File: config.mk
export PLATFORM = sky130hd
export DESIGN_NAME = shifted_bitmap_or_blitter
export DESIGN_NICKNAME = d
export VERILOG_FILES = /design/src/rtl/sbob_pkg.sv /design/src/rtl/sbob_front.sv /design/src/rtl/sbob_queue.sv /design/src/rtl/sbob_back.sv /design/src/rtl/shifted_bitmap_or_blitter.sv
export SDC_FILE = /design/constraint.sdc
export NUM_CORES = 1
export LEC_CHECK = 0
export BUFFER_PORTS_ARGS = -buffer_cell sky130_fd_sc_hd__buf_2
export CORE_MARGIN = 5
export CORE_UTILIZATION = 40
export DETAILED_ROUTE_END_ITERATION = 16
export PLACE_DENSITY = 0.56
export SETUP_SLACK_MARGIN = 0.2
export SYNTH_ARGS = -nofsm -noshare
export SYNTH_HDL_FRONTEND = slang
export SYNTH_SLANG_ARGS = --single-unit
File: constraint.sdc
create_clock -name clock -period 4.08 [get_ports clock]
set_input_delay 0.204 -clock clock [delete_from_list [all_inputs] [get_ports clock]]
set_output_delay 0.204 -clock clock [all_outputs]
set_load 0.01 [all_outputs]
File: src/rtl/sbob_pkg.sv
package sbob_pkg;

   localparam int ADDR_W = 14;
   localparam int DATA_W = 32;
   localparam int SHIFT_W = 5;
   localparam int COL_W = 5;
   localparam int ROW_W = 9;
   localparam int X_W = 10;
   localparam int Y_W = 9;
   localparam int QUEUE_DEPTH = 2;

   // Words in one frame buffer pixel line.
   localparam logic [ADDR_W-1:0] LINE_WORDS = 14'd20;

   localparam logic [X_W-1:0] RESET_DEST_X = 10'd0;
   localparam logic [Y_W-1:0] RESET_DEST_Y = 9'd0;
   localparam logic [X_W-1:0] RESET_SPRITE_WIDTH = 10'd32;
   localparam logic [Y_W-1:0] RESET_SPRITE_HEIGHT = 9'd32;

   typedef enum logic [1:0] {
      REG_DEST_X        = 2'd0,
      REG_DEST_Y        = 2'd1,
      REG_SPRITE_WIDTH  = 2'd2,
      REG_SPRITE_HEIGHT = 2'd3
   } sbob_reg_type;

   typedef struct packed {
      logic [X_W-1:0] dest_x;
      logic [Y_W-1:0] dest_y;
      logic [X_W-1:0] sprite_width;
      logic [Y_W-1:0] sprite_height;
   } sbob_cfg_type;

   // One classified sprite word waiting for the write stage.
   typedef struct packed {
      logic [ADDR_W-1:0]  word_address;
      logic [DATA_W-1:0]  bitmap_word;
      logic [SHIFT_W-1:0] shift;
      logic               blit_done;
   } sbob_entry_type;

endpackage

File: src/rtl/sbob_front.sv
module sbob_front import sbob_pkg::*; (
   input  logic           clock,
   input  logic           reset,
   input  sbob_cfg_type   cfg,
   input  logic           restart,
   input  logic           in_valid,
   output logic           in_ready,
   input  logic [DATA_W-1:0] in_word,
   output logic           push,
   output sbob_entry_type push_entry,
   input  logic           queue_full
);

   logic [ROW_W-1:0] row_ff, row_in;
   logic [COL_W-1:0] col_ff, col_in;

   logic [X_W:0]     width_round;
   logic [COL_W:0]   row_words;
   logic [ROW_W-1:0] rows;
   logic             row_end;
   logic             last_row;
   logic             done;
   logic [Y_W:0]     line;
   logic [ADDR_W-1:0] line_base;

   assign in_ready = !queue_full;
   assign push     = in_valid && in_ready;

   always_comb begin
      width_round = {1'b0, cfg.sprite_width} + 11'd31;
      row_words = width_round[X_W:SHIFT_W];
      if (row_words == '0) begin
         row_words = 6'd1;
      end
      rows = (cfg.sprite_height == '0) ? 9'd1 : cfg.sprite_height;

      row_end  = ({1'b0, col_ff} + 6'd1) >= row_words;
      last_row = ({1'b0, row_ff} + 10'd1) >= {1'b0, rows};
      done     = row_end && last_row;

      // Line number stays within ten bits; the product wraps with the address.
      line      = {1'b0, cfg.dest_y} + {1'b0, row_ff};
      line_base = 14'({4'd0, line} * LINE_WORDS);

      push_entry.word_address = line_base + 14'(cfg.dest_x[X_W-1:SHIFT_W])
                                + 14'(col_ff);
      push_entry.bitmap_word  = in_word;
      push_entry.shift        = cfg.dest_x[SHIFT_W-1:0];
      push_entry.blit_done    = done;

      row_in = row_ff;
      col_in = col_ff;
      if (push) begin
         if (row_end) begin
            col_in = '0;
            row_in = done ? '0 : row_ff + 9'd1;
         end else begin
            col_in = col_ff + 5'd1;
         end
      end
      if (restart) begin
         row_in = '0;
         col_in = '0;
      end
   end

   always_ff @(posedge clock) begin
      if (reset) begin
         row_ff <= '0;
         col_ff <= '0;
      end else begin
         row_ff <= row_in;
         col_ff <= col_in;
      end
   end

endmodule

File: src/rtl/sbob_queue.sv
module sbob_queue import sbob_pkg::*; (
   input  logic           clock,
   input  logic           reset,
   input  logic           push,
   input  sbob_entry_type push_entry,
   output logic           full,
   input  logic           pop,
   output logic           head_valid,
   output sbob_entry_type head_entry
);

   sbob_entry_type slot_ff [QUEUE_DEPTH];
   sbob_entry_type slot_in [QUEUE_DEPTH];
   logic           wr_ptr_ff, wr_ptr_in;
   logic           rd_ptr_ff, rd_ptr_in;
   logic [1:0]     count_ff, count_in;

   assign full       = (count_ff == 2'd2);
   assign head_valid = (count_ff != 2'd0);
   assign head_entry = slot_ff[rd_ptr_ff];

   always_comb begin
      slot_in   = slot_ff;
      wr_ptr_in = wr_ptr_ff;
      rd_ptr_in = rd_ptr_ff;
      count_in  = count_ff;
      if (push) begin
         slot_in[wr_ptr_ff] = push_entry;
         wr_ptr_in = !wr_ptr_ff;
      end
      if (pop) begin
         rd_ptr_in = !rd_ptr_ff;
      end
      case ({push, pop})
         2'b10:   count_in = count_ff + 2'd1;
         2'b01:   count_in = count_ff - 2'd1;
         default: count_in = count_ff;
      endcase
   end

   always_ff @(posedge clock) begin
      slot_ff <= slot_in;
      if (reset) begin
         wr_ptr_ff <= 1'b0;
         rd_ptr_ff <= 1'b0;
         count_ff  <= '0;
      end else begin
         wr_ptr_ff <= wr_ptr_in;
         rd_ptr_ff <= rd_ptr_in;
         count_ff  <= count_in;
      end
   end

endmodule

File: src/rtl/sbob_back.sv
module sbob_back import sbob_pkg::*; (
   input  logic              clock,
   input  logic              reset,
   input  logic              head_valid,
   input  sbob_entry_type    head_entry,
   output logic              pop,
   output logic              out_valid,
   input  logic              out_ready,
   output logic [ADDR_W-1:0] out_address,
   output logic [DATA_W-1:0] out_data,
   output logic              out_item_last,
   output logic              out_blit_done
);

   logic              valid_ff, valid_in;
   logic              phase_ff, phase_in;
   logic [ADDR_W-1:0] addr_ff, addr_in;
   logic [DATA_W-1:0] data_ff, data_in;
   logic              last_ff, last_in;
   logic              done_ff, done_in;
   logic              load;
   logic              aligned;
   logic [SHIFT_W-1:0] left_shift;

   assign out_valid     = valid_ff;
   assign out_address   = addr_ff;
   assign out_data      = data_ff;
   assign out_item_last = last_ff;
   assign out_blit_done = done_ff;

   always_comb begin
      load       = !valid_ff || out_ready;
      aligned    = (head_entry.shift == '0);
      // 32 - shift, which is in range whenever the word is split.
      left_shift = (~head_entry.shift) + 5'd1;

      valid_in = valid_ff;
      phase_in = phase_ff;
      addr_in  = addr_ff;
      data_in  = data_ff;
      last_in  = last_ff;
      done_in  = done_ff;
      pop      = 1'b0;

      if (load) begin
         valid_in = head_valid;
         if (head_valid) begin
            if (aligned) begin
               addr_in = head_entry.word_address;
               data_in = head_entry.bitmap_word;
               last_in = 1'b1;
               done_in = head_entry.blit_done;
               pop     = 1'b1;
            end else if (!phase_ff) begin
               addr_in  = head_entry.word_address;
               data_in  = head_entry.bitmap_word >> head_entry.shift;
               last_in  = 1'b0;
               done_in  = 1'b0;
               phase_in = 1'b1;
            end else begin
               addr_in  = head_entry.word_address + 14'd1;
               data_in  = head_entry.bitmap_word << left_shift;
               last_in  = 1'b1;
               done_in  = head_entry.blit_done;
               phase_in = 1'b0;
               pop      = 1'b1;
            end
         end
      end
   end

   always_ff @(posedge clock) begin
      addr_ff <= addr_in;
      data_ff <= data_in;
      last_ff <= last_in;
      done_ff <= done_in;
      if (reset) begin
         valid_ff <= 1'b0;
         phase_ff <= 1'b0;
      end else begin
         valid_ff <= valid_in;
         phase_ff <= phase_in;
      end
   end

endmodule

File: src/rtl/shifted_bitmap_or_blitter.sv
// An accepted item passes through the queue and then the result register before its first write
// is presented. One item per cycle is taken when dest_x is word aligned and rsp_tready does not
// stall; otherwise the single result port carries both split writes of each item.
// A two-entry queue separates the address front end from the write stage.
// Reset (synchronous, active high) empties the queue and result register, clears the row and
// column counters and loads dest_x 0, dest_y 0, sprite width 32 and sprite height 32.
module shifted_bitmap_or_blitter import sbob_pkg::*; (
   input  logic        clock,
   input  logic        reset,
   // Sprite words in.
   input  logic        req_tvalid,
   output logic        req_tready,
   input  logic [31:0] req_tdata,   // [31:0] bitmap_word
   // Frame buffer OR writes out.
   output logic        rsp_tvalid,
   input  logic        rsp_tready,
   output logic [47:0] rsp_tdata,   // [13:0] word_address, [45:14] or_data, [47:46] zero
   output logic        rsp_tlast,   // item_last
   output logic        rsp_tuser,   // [0] blit_done
   // Register port.
   input  logic        csr_psel,
   input  logic        csr_penable,
   input  logic        csr_pwrite,
   input  logic [3:0]  csr_paddr,
   input  logic [31:0] csr_pwdata,
   output logic [31:0] csr_prdata,
   output logic        csr_pready
);

   sbob_cfg_type   cfg_ff, cfg_in;
   logic           cfg_write;
   sbob_reg_type   reg_sel;
   logic           push;
   sbob_entry_type push_entry;
   logic           queue_full;
   logic           pop;
   logic           head_valid;
   sbob_entry_type head_entry;
   logic [ADDR_W-1:0] out_address;
   logic [DATA_W-1:0] out_data;

   assign csr_pready = 1'b1;
   assign cfg_write  = csr_psel && csr_penable && csr_pwrite && csr_pready;
   assign reg_sel    = sbob_reg_type'(csr_paddr[3:2]);

   always_comb begin
      cfg_in = cfg_ff;
      if (cfg_write) begin
         case (reg_sel)
            REG_DEST_X:        cfg_in.dest_x        = csr_pwdata[X_W-1:0];
            REG_DEST_Y:        cfg_in.dest_y        = csr_pwdata[Y_W-1:0];
            REG_SPRITE_WIDTH:  cfg_in.sprite_width  = csr_pwdata[X_W-1:0];
            REG_SPRITE_HEIGHT: cfg_in.sprite_height = csr_pwdata[Y_W-1:0];
            default:           cfg_in = cfg_ff;
         endcase
      end
   end

   always_comb begin
      case (reg_sel)
         REG_DEST_X:        csr_prdata = 32'(cfg_ff.dest_x);
         REG_DEST_Y:        csr_prdata = 32'(cfg_ff.dest_y);
         REG_SPRITE_WIDTH:  csr_prdata = 32'(cfg_ff.sprite_width);
         REG_SPRITE_HEIGHT: csr_prdata = 32'(cfg_ff.sprite_height);
         default:           csr_prdata = '0;
      endcase
   end

   always_ff @(posedge clock) begin
      if (reset) begin
         cfg_ff.dest_x        <= RESET_DEST_X;
         cfg_ff.dest_y        <= RESET_DEST_Y;
         cfg_ff.sprite_width  <= RESET_SPRITE_WIDTH;
         cfg_ff.sprite_height <= RESET_SPRITE_HEIGHT;
      end else begin
         cfg_ff <= cfg_in;
      end
   end

   // Every register write starts a new sprite.
   sbob_front u_front (
      .clock      (clock),
      .reset      (reset),
      .cfg        (cfg_ff),
      .restart    (cfg_write),
      .in_valid   (req_tvalid),
      .in_ready   (req_tready),
      .in_word    (req_tdata),
      .push       (push),
      .push_entry (push_entry),
      .queue_full (queue_full)
   );

   sbob_queue u_queue (
      .clock      (clock),
      .reset      (reset),
      .push       (push),
      .push_entry (push_entry),
      .full       (queue_full),
      .pop        (pop),
      .head_valid (head_valid),
      .head_entry (head_entry)
   );

   sbob_back u_back (
      .clock         (clock),
      .reset         (reset),
      .head_valid    (head_valid),
      .head_entry    (head_entry),
      .pop           (pop),
      .out_valid     (rsp_tvalid),
      .out_ready     (rsp_tready),
      .out_address   (out_address),
      .out_data      (out_data),
      .out_item_last (rsp_tlast),
      .out_blit_done (rsp_tuser)
   );

   assign rsp_tdata = {2'b00, out_data, out_address};

   // An accepted item is waiting in the queue on the next cycle.
   assert property (@(posedge clock) disable iff (reset)
      req_tvalid && req_tready |=> head_valid)
      else $error("accepted item did not reach the queue");

   // The second half of a split word follows its first half at once.
   assert property (@(posedge clock) disable iff (reset)
      rsp_tvalid && rsp_tready && !rsp_tlast |=> rsp_tvalid)
      else $error("split write missing its second half");

   // The end of the sprite only comes on the last write of an item.
   assert property (@(posedge clock) disable iff (reset)
      rsp_tvalid && rsp_tuser |-> rsp_tlast)
      else $error("blit end flagged on a first half write");

   // A pop only happens while the write stage has an entry to take.
   assert property (@(posedge clock) disable iff (reset)
      pop |-> head_valid)
      else $error("queue popped while empty");

endmodule
# [Word-level counts from Yosys, hierarchy flattened]
# Index checks and enable logic that the tools add are counted.
[word_totals] regBits=210 in_bits=75 out_inout_bits=85 elab_cells=100
[classes] addsub=12 mul=1 magnitude_cmp=5 n_eq_ne=6 shift=2 muxes=23 bitwise=4 reduce_logical=24
[ops] cell="$mux 52" count=4
[ops] cell="$pmux 32 s4" count=1
[ops] cell="$bwmux 104" count=1
[ops] cell="$mux 32" count=2
[ops] cell="$demux 52 s1" count=1
[ops] cell="$shl 32x5->32" count=1
[ops] cell="$shr 32x5->32" count=1
[ops] cell="$add 14x5->14" count=2
[ops] cell="$mux 14" count=2
[ops] cell="$mux 9" count=2
[ops] cell="$add 14x1->14 const B" count=1
[ops] cell="$mul 10x3->12 const B" count=1
[ops] cell="$reduce_and 2->1" count=6
[ops] cell="$add 10x5->11 const B" count=1
[ops] cell="$add 5x1->5 const B" count=2
[ops] cell="$add 9x1->10 const B" count=1
[ops] cell="$add 9x9->10" count=1
[ops] cell="$ge 10x9->1" count=1
[ops] cell="$add 9x1->9 const B" count=1
[ops] cell="$logic_not 9->1" count=1
[ops] cell="$eq 2x2->1 const B" count=4
[ops] cell="$mux 1" count=7
[ops] cell="$add 5x1->6 const B" count=1
[ops] cell="$ge 6x6->1" count=1
[ops] cell="other kinds (20)" count=31

# [Logic depth before layout (Yosys ltp)]
# Gate-level depths: netlist of run 1.
[logic_depth] ltp_word=10 ltp_mapped=18 depth_no_buf=18

# [Modules after synthesis]
# From an unflattened synthesis of run 1, not the netlist that was laid out.
[unflattened] cells_unflattened=1254 hier_area_um2=14201.1
[modules_own_cells] module="sbob_back" n_inst=1 cells_per_inst=552 area_each_um2=5627.9 seq_area_each_um2=1481.4
[modules_own_cells] module="sbob_queue" n_inst=1 cells_per_inst=182 area_each_um2=3922.5 seq_area_each_um2=3203.1
[modules_own_cells] module="sbob_front" n_inst=1 cells_per_inst=337 area_each_um2=2655.0 seq_area_each_um2=280.3
[modules_own_cells] module="shifted_bitmap_or_blitter" n_inst=1 cells_per_inst=183 area_each_um2=1995.7 seq_area_each_um2=760.7

# [Worst setup path before layout of run 1]
# OpenSTA, ideal clock, no wires.
[synth_timing] path_kind="register to register" start="reg u_front.row_ff[0]" end="reg u_queue.slot_ff[103] (netlist name) (data pin)" setup_time_ps=262 t_arrival_ps=3804 t_required_ps=3818 slack_ps=14 path_stages_with_launch=18 path_buffers=0 synth_period_minus_slack_ps=4066 path_cell_list="dfxtp_1 ha_1 inv_1 fa_1 nor2b_1 o21ai_0 nand2b_1 xnor2_1 xnor2_1 fa_1 a211o_1 and3_4 nor4_2 nand4_1 mux2i_1 mux2i_1 a211o_1 xor2_1"
[synth_rtl] element="start, declared" line_no="sbob_front.sv:14" text="logic [ROW_W-1:0] row_ff, row_in;"
[synth_rtl] element="start signal, assigned" line_no="sbob_front.sv:72" text="row_ff <= row_in;"
[synth_rtl] element="end signal, assigned" line_no="sbob_queue.sv:42" text="slot_ff <= slot_in;"
[synth_rtl] element="end, declared" line_no="sbob_queue.sv:12" text="sbob_entry_type slot_ff [QUEUE_DEPTH];"

==> results of run 1 <==
==> critical path: cells and delay by family, from the launching register on <==
| family | cells | cell delay (ns) |
|---|---|---|
| compound gates | 5 | 1.12 |
| fa+ha+maj | 4 | 0.97 |
| simple gates | 2 | 0.45 |
| flops | 1 | 0.36 |
| mux | 2 | 0.30 |
| xor+xnor | 2 | 0.27 |
| buf+inv | 1 | 0.15 |
==> power by group through the flow <==
stage	clock network, mW	registers, mW	logic (mW)
after CTS	2.09	3.17	5.72
after detailed placement	0	3.21	5.64
final	2.04	3.16	5.79
after global routing	2.19	3.22	6.23
after global placement	0	3.19	5.69
after floorplan	0	3.29	3.76
==> worst max-delay path by stage <==
| stage | to | slack [ns] | depth (start not counted) |
|---|---|---|---|
| 3_3_place_gp | u_queue.slot_ff[103]$_DFFE_PP_ | 0.03 | 17 |
| 2_1_floorplan | u_queue.slot_ff[103]$_DFFE_PP_ | 0.21 | 17 |
| 6_report | u_queue.slot_ff[51]$_DFFE_PP_ | 0.18 | 16 |
| 4_1_cts | u_queue.slot_ff[51]$_DFFE_PP_ | 0.16 | 18 |
| 5_1_grt | u_queue.slot_ff[103]$_DFFE_PP_ | 0.009 | 18 |
| 3_5_place_dp | u_queue.slot_ff[51]$_DFFE_PP_ | -0.07 | 17 |
==> sequential cells by signal (all words and copies together), names as in the netlist <==
register,count
u_queue.wr_ptr_ff,1
u_front.col_ff,5
u_back.out_data,32
u_queue.rd_ptr_ff,1
cfg_ff,38
u_front.row_ff,9
u_back.out_valid,1
u_queue.count_ff,2
u_back.out_address,14
u_back.out_item_last,1
u_back.phase_ff,1
u_back.out_blit_done,1
u_queue.slot_ff,104
==> layout make-up <==
type	instances	area (um2)	share of cell area [%]
Clock buffer	35	706	4.22
Multi-Input combinational cell	1009	7840	46.9
Tap cell	455	569	3.40
Sequential cell	210	5750	34.4
Clock inverter	7	42.5	0.254
Antenna cell	1	2.50	0.0150
Timing Repair Buffer	236	1620	9.69
Inverter	53	203	1.21
==> metal layers <==
metal / vias up / wire, um / global-route usage (%)
met5: - / 13 / 0
met4: 2 / 1190 / 6.19
met3: 83 / 2860 / 3.54
met2: 387 / 19000 / 33.8
met1: 5315 / 18600 / 29.4
li1: 5305 / - / -
==> logic make-up (layout without fill, tap and decap cells) <==
group                      Yosys count  in the layout  share of synthesized area [%]
other                                2             26                         0.0538
muxes                              221            221                           18.4
xor gates and xnor gates            63             63                           4.12
AOI/OAI and AO/OA                  258            258                           12.6
buffers and inverters              152            331                           5.85
adders and majority gates           53             53                           5.07
DFF                                210            210                           41.0
and+or+nand+nor                    389            389                           12.8
==> synth_stat cells, drive strengths merged, types with 8 or more instances <==
library cell	n	area [um2]
or3	8	50.1
and3	9	61.3
mux4	20	454
a32oi	8	70.1
a21o	12	90.1
inv	52	198
o211ai	18	135
buf	65	485
mux2i	161	1650
clkbuf	34	128
xor2	23	201
a211oi	17	133
nand2b	11	68.8
a22oi	11	82.6
nand3	42	215
a21oi	63	327
dfxtp	58	1160
nor2	122	460
ha	47	588
nand2	127	479
mux2	40	465
a31oi	10	62.6
a211o	9	78.8
o21ai	49	245
nor2b	15	93.8
nor3	24	120
xnor2	40	373
edfxtp	152	4560
==> metrics by stage <==
| step | util [%] | worst slack (ns) | total power, mW | hold slack (ns) | TNS [ns] |
|---|---|---|---|---|---|
| 2_1_floorplan | - | 0.211 | 7.06 | 0.303 | 0 |
| 3_3_place_gp | 43.9 | 0.0322 | 8.88 | 0.393 | 0 |
| 3_5_place_dp | 43.9 | -0.0691 | 8.85 | 0.396 | -0.138 |
| 4_1_cts | 48.2 | 0.155 | 11.0 | 0.0160 | 0 |
| 5_1_grt | 48.6 | 0.00867 | 11.6 | 0.0436 | 0 |
| 6_report | 48.6 | 0.184 | 11.0 | 0.0521 | 0 |
==> repair_timing <==
item                                    CTS  global route
pin swaps                                32            21
endpoints found under the hold margin   100             0
endpoints found under the setup margin    2             4
resized for setup                        39            14
hold buffers                             42             0
buffers inserted                         17             4
==> impl_metrics.env, run 1 <==
export IMPL_outcome="completed"
export IMPL_slowest_delay_ns=0.36
export IMPL_drc=0
export IMPL_clock_sinks=210
export IMPL_power_density_nw_per_um2=657
export IMPL_layout_common_cells="mux2i_1 (152), edfxtp_1 (152), nand2_1 (125), nor2_1 (119), buf_2 (110)"
export IMPL_vias_per_cell=5.53
export IMPL_gp_congestion=0.963
export IMPL_start_util_pct=40.5
export IMPL_report_final_slew_viol_count=0
export IMPL_finalHoldViolCount=0
export IMPL_clk_pin_slew_ns=0.06
export IMPL_grt_setup_unrepaired="true"
export IMPL_dieHeight_um=197
export IMPL_rows=68
export IMPL_seqPwrFrac_pct=28.7
export IMPL_crit_start="cfg_ff[20]$_SDFFE_PP0P_"
export IMPL_grt_antenna_before_repair=3
export IMPL_max_cap_violations=0
export IMPL_portBuffers=110
export IMPL_htree_levels=1
export IMPL_fin_skew_ns=0.0216
export IMPL_reg2reg_slack_ns=0.18
export IMPL_detail_route_iter0_violations=1077
export IMPL_synth_enable_flop_cells=152
export IMPL_nFillCells=3210
export IMPL_r2r_cells=16
export IMPL_die_area_um2=38700
export IMPL_p_int_mw=6.28
export IMPL_place_area_um2=15100
export IMPL_post_route_min_period_ns=3.90
export IMPL_synthCells=1348
export IMPL_io_pins=160
export IMPL_wl_mm=41.6
export IMPL_antenna_left=0
export IMPL_drive_above_1_share_pct=23.5
export IMPL_worstMarginPinSlew_ns=1.20
export IMPL_clk_latency_ns=0.53
export IMPL_crit_type="flop to flop"
export IMPL_clockPowerShare_pct=18.6
export IMPL_hold_end="u_back.out_valid$_SDFFE_PP0N_"
export IMPL_place_inst=1900
export IMPL_path_common_cell="ha_4"
export IMPL_ys_flop_type="edfxtp_1"
export IMPL_hold_path_depth=3
export IMPL_path_cells="ha_4 > a21o_1 > a21oi_2 > buf_4 > xnor2_4 > ha_4 > ha_4 > fa_2 > a211o_1 > and3_4 > o311ai_4 > nand4_1 > mux2i_1 > mux2i_1 > a211o_1 > xor2_2"
export IMPL_p_leak_nw=6.74
export IMPL_worstReg2RegStart="cfg_ff[20]$_SDFFE_PP0P_"
export IMPL_ir_worst_vdd_uv=332
export IMPL_numCtsBuffers=25
export IMPL_grt_max_degree=49
export IMPL_critPathLaunchType="flop"
export IMPL_grt_pass1_vias=11138
export IMPL_final_cells=2006
export IMPL_overflow=0
export IMPL_ys_warn_count=0
export IMPL_wl_per_cell_um=20.7
export IMPL_r2r_end="u_queue.slot_ff[51]$_DFFE_PP_"
export IMPL_clock_root_buffer="clkbuf_16"
export IMPL_finalSetupViolCount=0
export IMPL_ys_ff_latch=210
export IMPL_arrival_ns=4.16
export IMPL_clock_path_buffers=3
export IMPL_cts_tree="yes"
export IMPL_num_vias=11092
export IMPL_core_um2=34500
export IMPL_syn_area_um2=14000
export IMPL_cp_slowest_cell="dfxtp_4"
export IMPL_finalCritPeriodShare_pct=95.5
export IMPL_ys_seq_area_share_pct=41.0
export IMPL_critical_path_endpoint_type="flop"
export IMPL_synth_distinct_cells=90
export IMPL_dr_pass1_iters=6
export IMPL_fin_area_um2=16700
export IMPL_crit_fanout=4
export IMPL_grt_first_pass_wirelength_mm=64.7
export IMPL_power_switching_share_pct=42.9
export IMPL_power_switching_mw=4.71
export IMPL_max_freq_mhz=257
export IMPL_hold_path_class="input port to flop"
export IMPL_nets=1663
export IMPL_syn_avg_cell_area_um2=10.4
export IMPL_crit_required_ns=4.35
export IMPL_hpwl_mm=31.0
export IMPL_worstHoldStart="rsp_tready"
export IMPL_area_delta_synth_final_pct=19.9
export IMPL_slew_headroom_pct=19.6
export IMPL_p_comb_share_pct=52.7
export IMPL_ys_async_sr_fraction_pct=0
export IMPL_die_w_um=197
export IMPL_track_usage_pct=21.0
Power figures use the tool's default switching activity.
==> inputs of run 2 (changes only) <==
Settings changed: BUFFER_PORTS_ARGS -buffer_cell sky130_fd_sc_hd__buf_2 to -buffer_cell sky130_fd_sc_hd__clkbuf_2, CORE_ASPECT_RATIO from default to 1.75, PLACE_DENSITY 0.56 to 0.7.
==> impl_metrics.env, run 2 (same netlist as run 1, synthesis figures left out) <==
export IMPL_outcome="completed"
export IMPL_core_um2=34500
export IMPL_clock_path_buffers=3
export IMPL_ir_worst_vdd_uv=345
export IMPL_clk_latency_ns=0.52
export IMPL_final_core_util_pct=48.1
export IMPL_worstMarginPinSlew_ns=1.23
export IMPL_power_density_nw_per_um2=654
export IMPL_clock_root_buffer="clkbuf_16"
export IMPL_nFillCells=3252
export IMPL_cts_tree="yes"
export IMPL_htree_levels=1
export IMPL_crit_type="flop to flop"
export IMPL_setup_ws_ns=0.0159
export IMPL_slew_headroom_pct=17.5
export IMPL_layout_common_cells="mux2i_1 (152), edfxtp_1 (152), nand2_1 (126), nor2_1 (119), clkbuf_2 (110)"
export IMPL_fin_skew_ns=0.0222
export IMPL_grt_first_pass_wirelength_mm=65.1
export IMPL_gp_congestion=1.00
export IMPL_drive_above_1_share_pct=22.8
export IMPL_portBuffers=110
export IMPL_rows=90
export IMPL_num_antenna_cells=0
export IMPL_critPathLaunchType="flop"
export IMPL_area_delta_synth_final_pct=18.7
export IMPL_finalHoldViolCount=0
export IMPL_die_area_um2=38900
export IMPL_finalSetupViolCount=0
export IMPL_grt_setup_unrepaired="true"
export IMPL_wl_per_cell_um=21.5
export IMPL_report_final_slew_viol_count=0
export IMPL_max_freq_mhz=246
export IMPL_dieHeight_um=257
export IMPL_hpwl_mm=33.2
export IMPL_top_register="u_queue.slot_ff"
export IMPL_cp_slowest_cell="fa_2"
export IMPL_num_vias=11256
export IMPL_detail_route_iter0_violations=802
export IMPL_post_route_min_period_ns=4.06
export IMPL_antenna_left=0
export IMPL_numCtsBuffers=20
export IMPL_hold_path_class="input port to flop"
export IMPL_max_cap_violations=0
export IMPL_critical_path_endpoint_type="flop"
export IMPL_path_cells="ha_4 > buf_6 > a21o_1 > a21oi_2 > buf_4 > xnor2_2 > ha_4 > ha_4 > fa_2 > a211o_1 > and3_4 > o311ai_4 > nand4_1 > mux2i_1 > mux2i_1 > a211o_1 > xor2_1"
export IMPL_arrival_ns=4.32
export IMPL_p_leak_nw=6.69
export IMPL_die_w_um=151
export IMPL_finalCritPeriodShare_pct=99.6
export IMPL_crit_fanout=4
export IMPL_drc=0
export IMPL_io_pins=160
export IMPL_grt_pass1_vias=11253
export IMPL_dr_pass1_iters=5
export IMPL_grt_antenna_before_repair=0
export IMPL_overflow=0
export IMPL_track_usage_pct=21.7
export IMPL_post_place_ws_ns=-0.0701
export IMPL_clk_pin_slew_ns=0.07
export IMPL_clock_sinks=210
export IMPL_wl_mm=43.0
export IMPL_grt_max_degree=53
export IMPL_vias_per_cell=5.61
export IMPL_start_util_pct=40.5
export IMPL_crit_required_ns=4.34
export IMPL_total_power_mw=10.8
export IMPL_slowest_delay_ns=0.39
export IMPL_nets=1659
export IMPL_largest_reg_flops=104
export IMPL_path_common_cell="ha_4"
run 2: cell types whose count changed in the layout (fill, tap and decap cells not counted), moves of 3 or more:
cell / delta
dfxtp_4: -3
clkbuf_2: +110
clkbuf_16: -7
ha_4: -3
buf_2: -110
buf_4: -4
buf_6: +3
run 2: layout make-up:
cell class                      instances  area (um2)  share of cell area, %
Clock buffer                           29         534                   3.23
Sequential cell                       210        5740                   34.7
Clock inverter                          7        48.8                  0.295
Tap cell                              460         576                   3.48
Timing Repair Buffer                  237        1670                   10.1
Inverter                               53         203                   1.22
Multi-Input combinational cell       1009        7790                   47.1
run 2: metrics by stage:
| stage | std cells | instance area (um2) | hold WS [ns] | setup TNS [ns] |
|---|---|---|---|---|
| after floorplan | 1371 | 14100 | 0.303 | 0 |
| after global placement | 1915 | 15200 | 0.394 | 0 |
| after detailed placement | 1915 | 15200 | 0.397 | -0.140 |
| after CTS | 2001 | 16400 | 0.0205 | 0 |
| after global routing | 2005 | 16600 | 0.0837 | -0.260 |
| final | 2005 | 16600 | 0.0383 | 0 |
run 2: what timing repair did:
item                                    CTS  global route
hold buffers                             42             0
endpoints found under the setup margin    2             7
buffers inserted                          8             4
pin swaps                                21            26
hold endpoints to repair                 96             0
cloned                                    0             0
resized for setup                        26            20
run 2: worst max-delay path, delay by kind of cell (launching register included):
| kind | cells | cell delay, ns |
|---|---|---|
| adder cells (fa/ha/maj) | 4 | 0.97 |
| multiplexers | 2 | 0.31 |
| AO/OA/AOI/OAI | 5 | 1.13 |
| flip-flops | 1 | 0.36 |
| XOR/XNOR | 2 | 0.31 |
| buffers and inverters | 2 | 0.25 |
| AND/OR/NAND/NOR | 2 | 0.46 |
run 2: power breakdown:
group | internal, mW | switching [mW] | total, mW
clock network | 0.917 | 0.766 | 1.68
logic | 2.20 | 3.80 | 6.00
registers | 2.96 | 0.192 | 3.15
total | 6.07 | 4.76 | 10.8
run 2: routing by layer:
layer / global-route usage, % / share of wire [%]
met5: 0 / 0
met4: 13.7 / 7.5
met2: 38.9 / 52
met1: 23.6 / 35
met3: 2.52 / 4.9
run 2: path summary, 6_finish.rpt:
path	slack (ns)	from	to	cells after the start
hold reg to reg	0.51	cfg_ff[5]$_SDFFE_PP1P_	cfg_ff[5]$_SDFFE_PP1P_	1
hold / removal	0.04	rsp_tready	u_back.out_valid$_SDFFE_PP0N_	3
setup reg to reg	0.02	cfg_ff[19]$_SDFFE_PP0P_	u_queue.slot_ff[103]$_DFFE_PP_	17
setup / recovery	0.02	cfg_ff[19]$_SDFFE_PP0P_	u_queue.slot_ff[103]$_DFFE_PP_	17
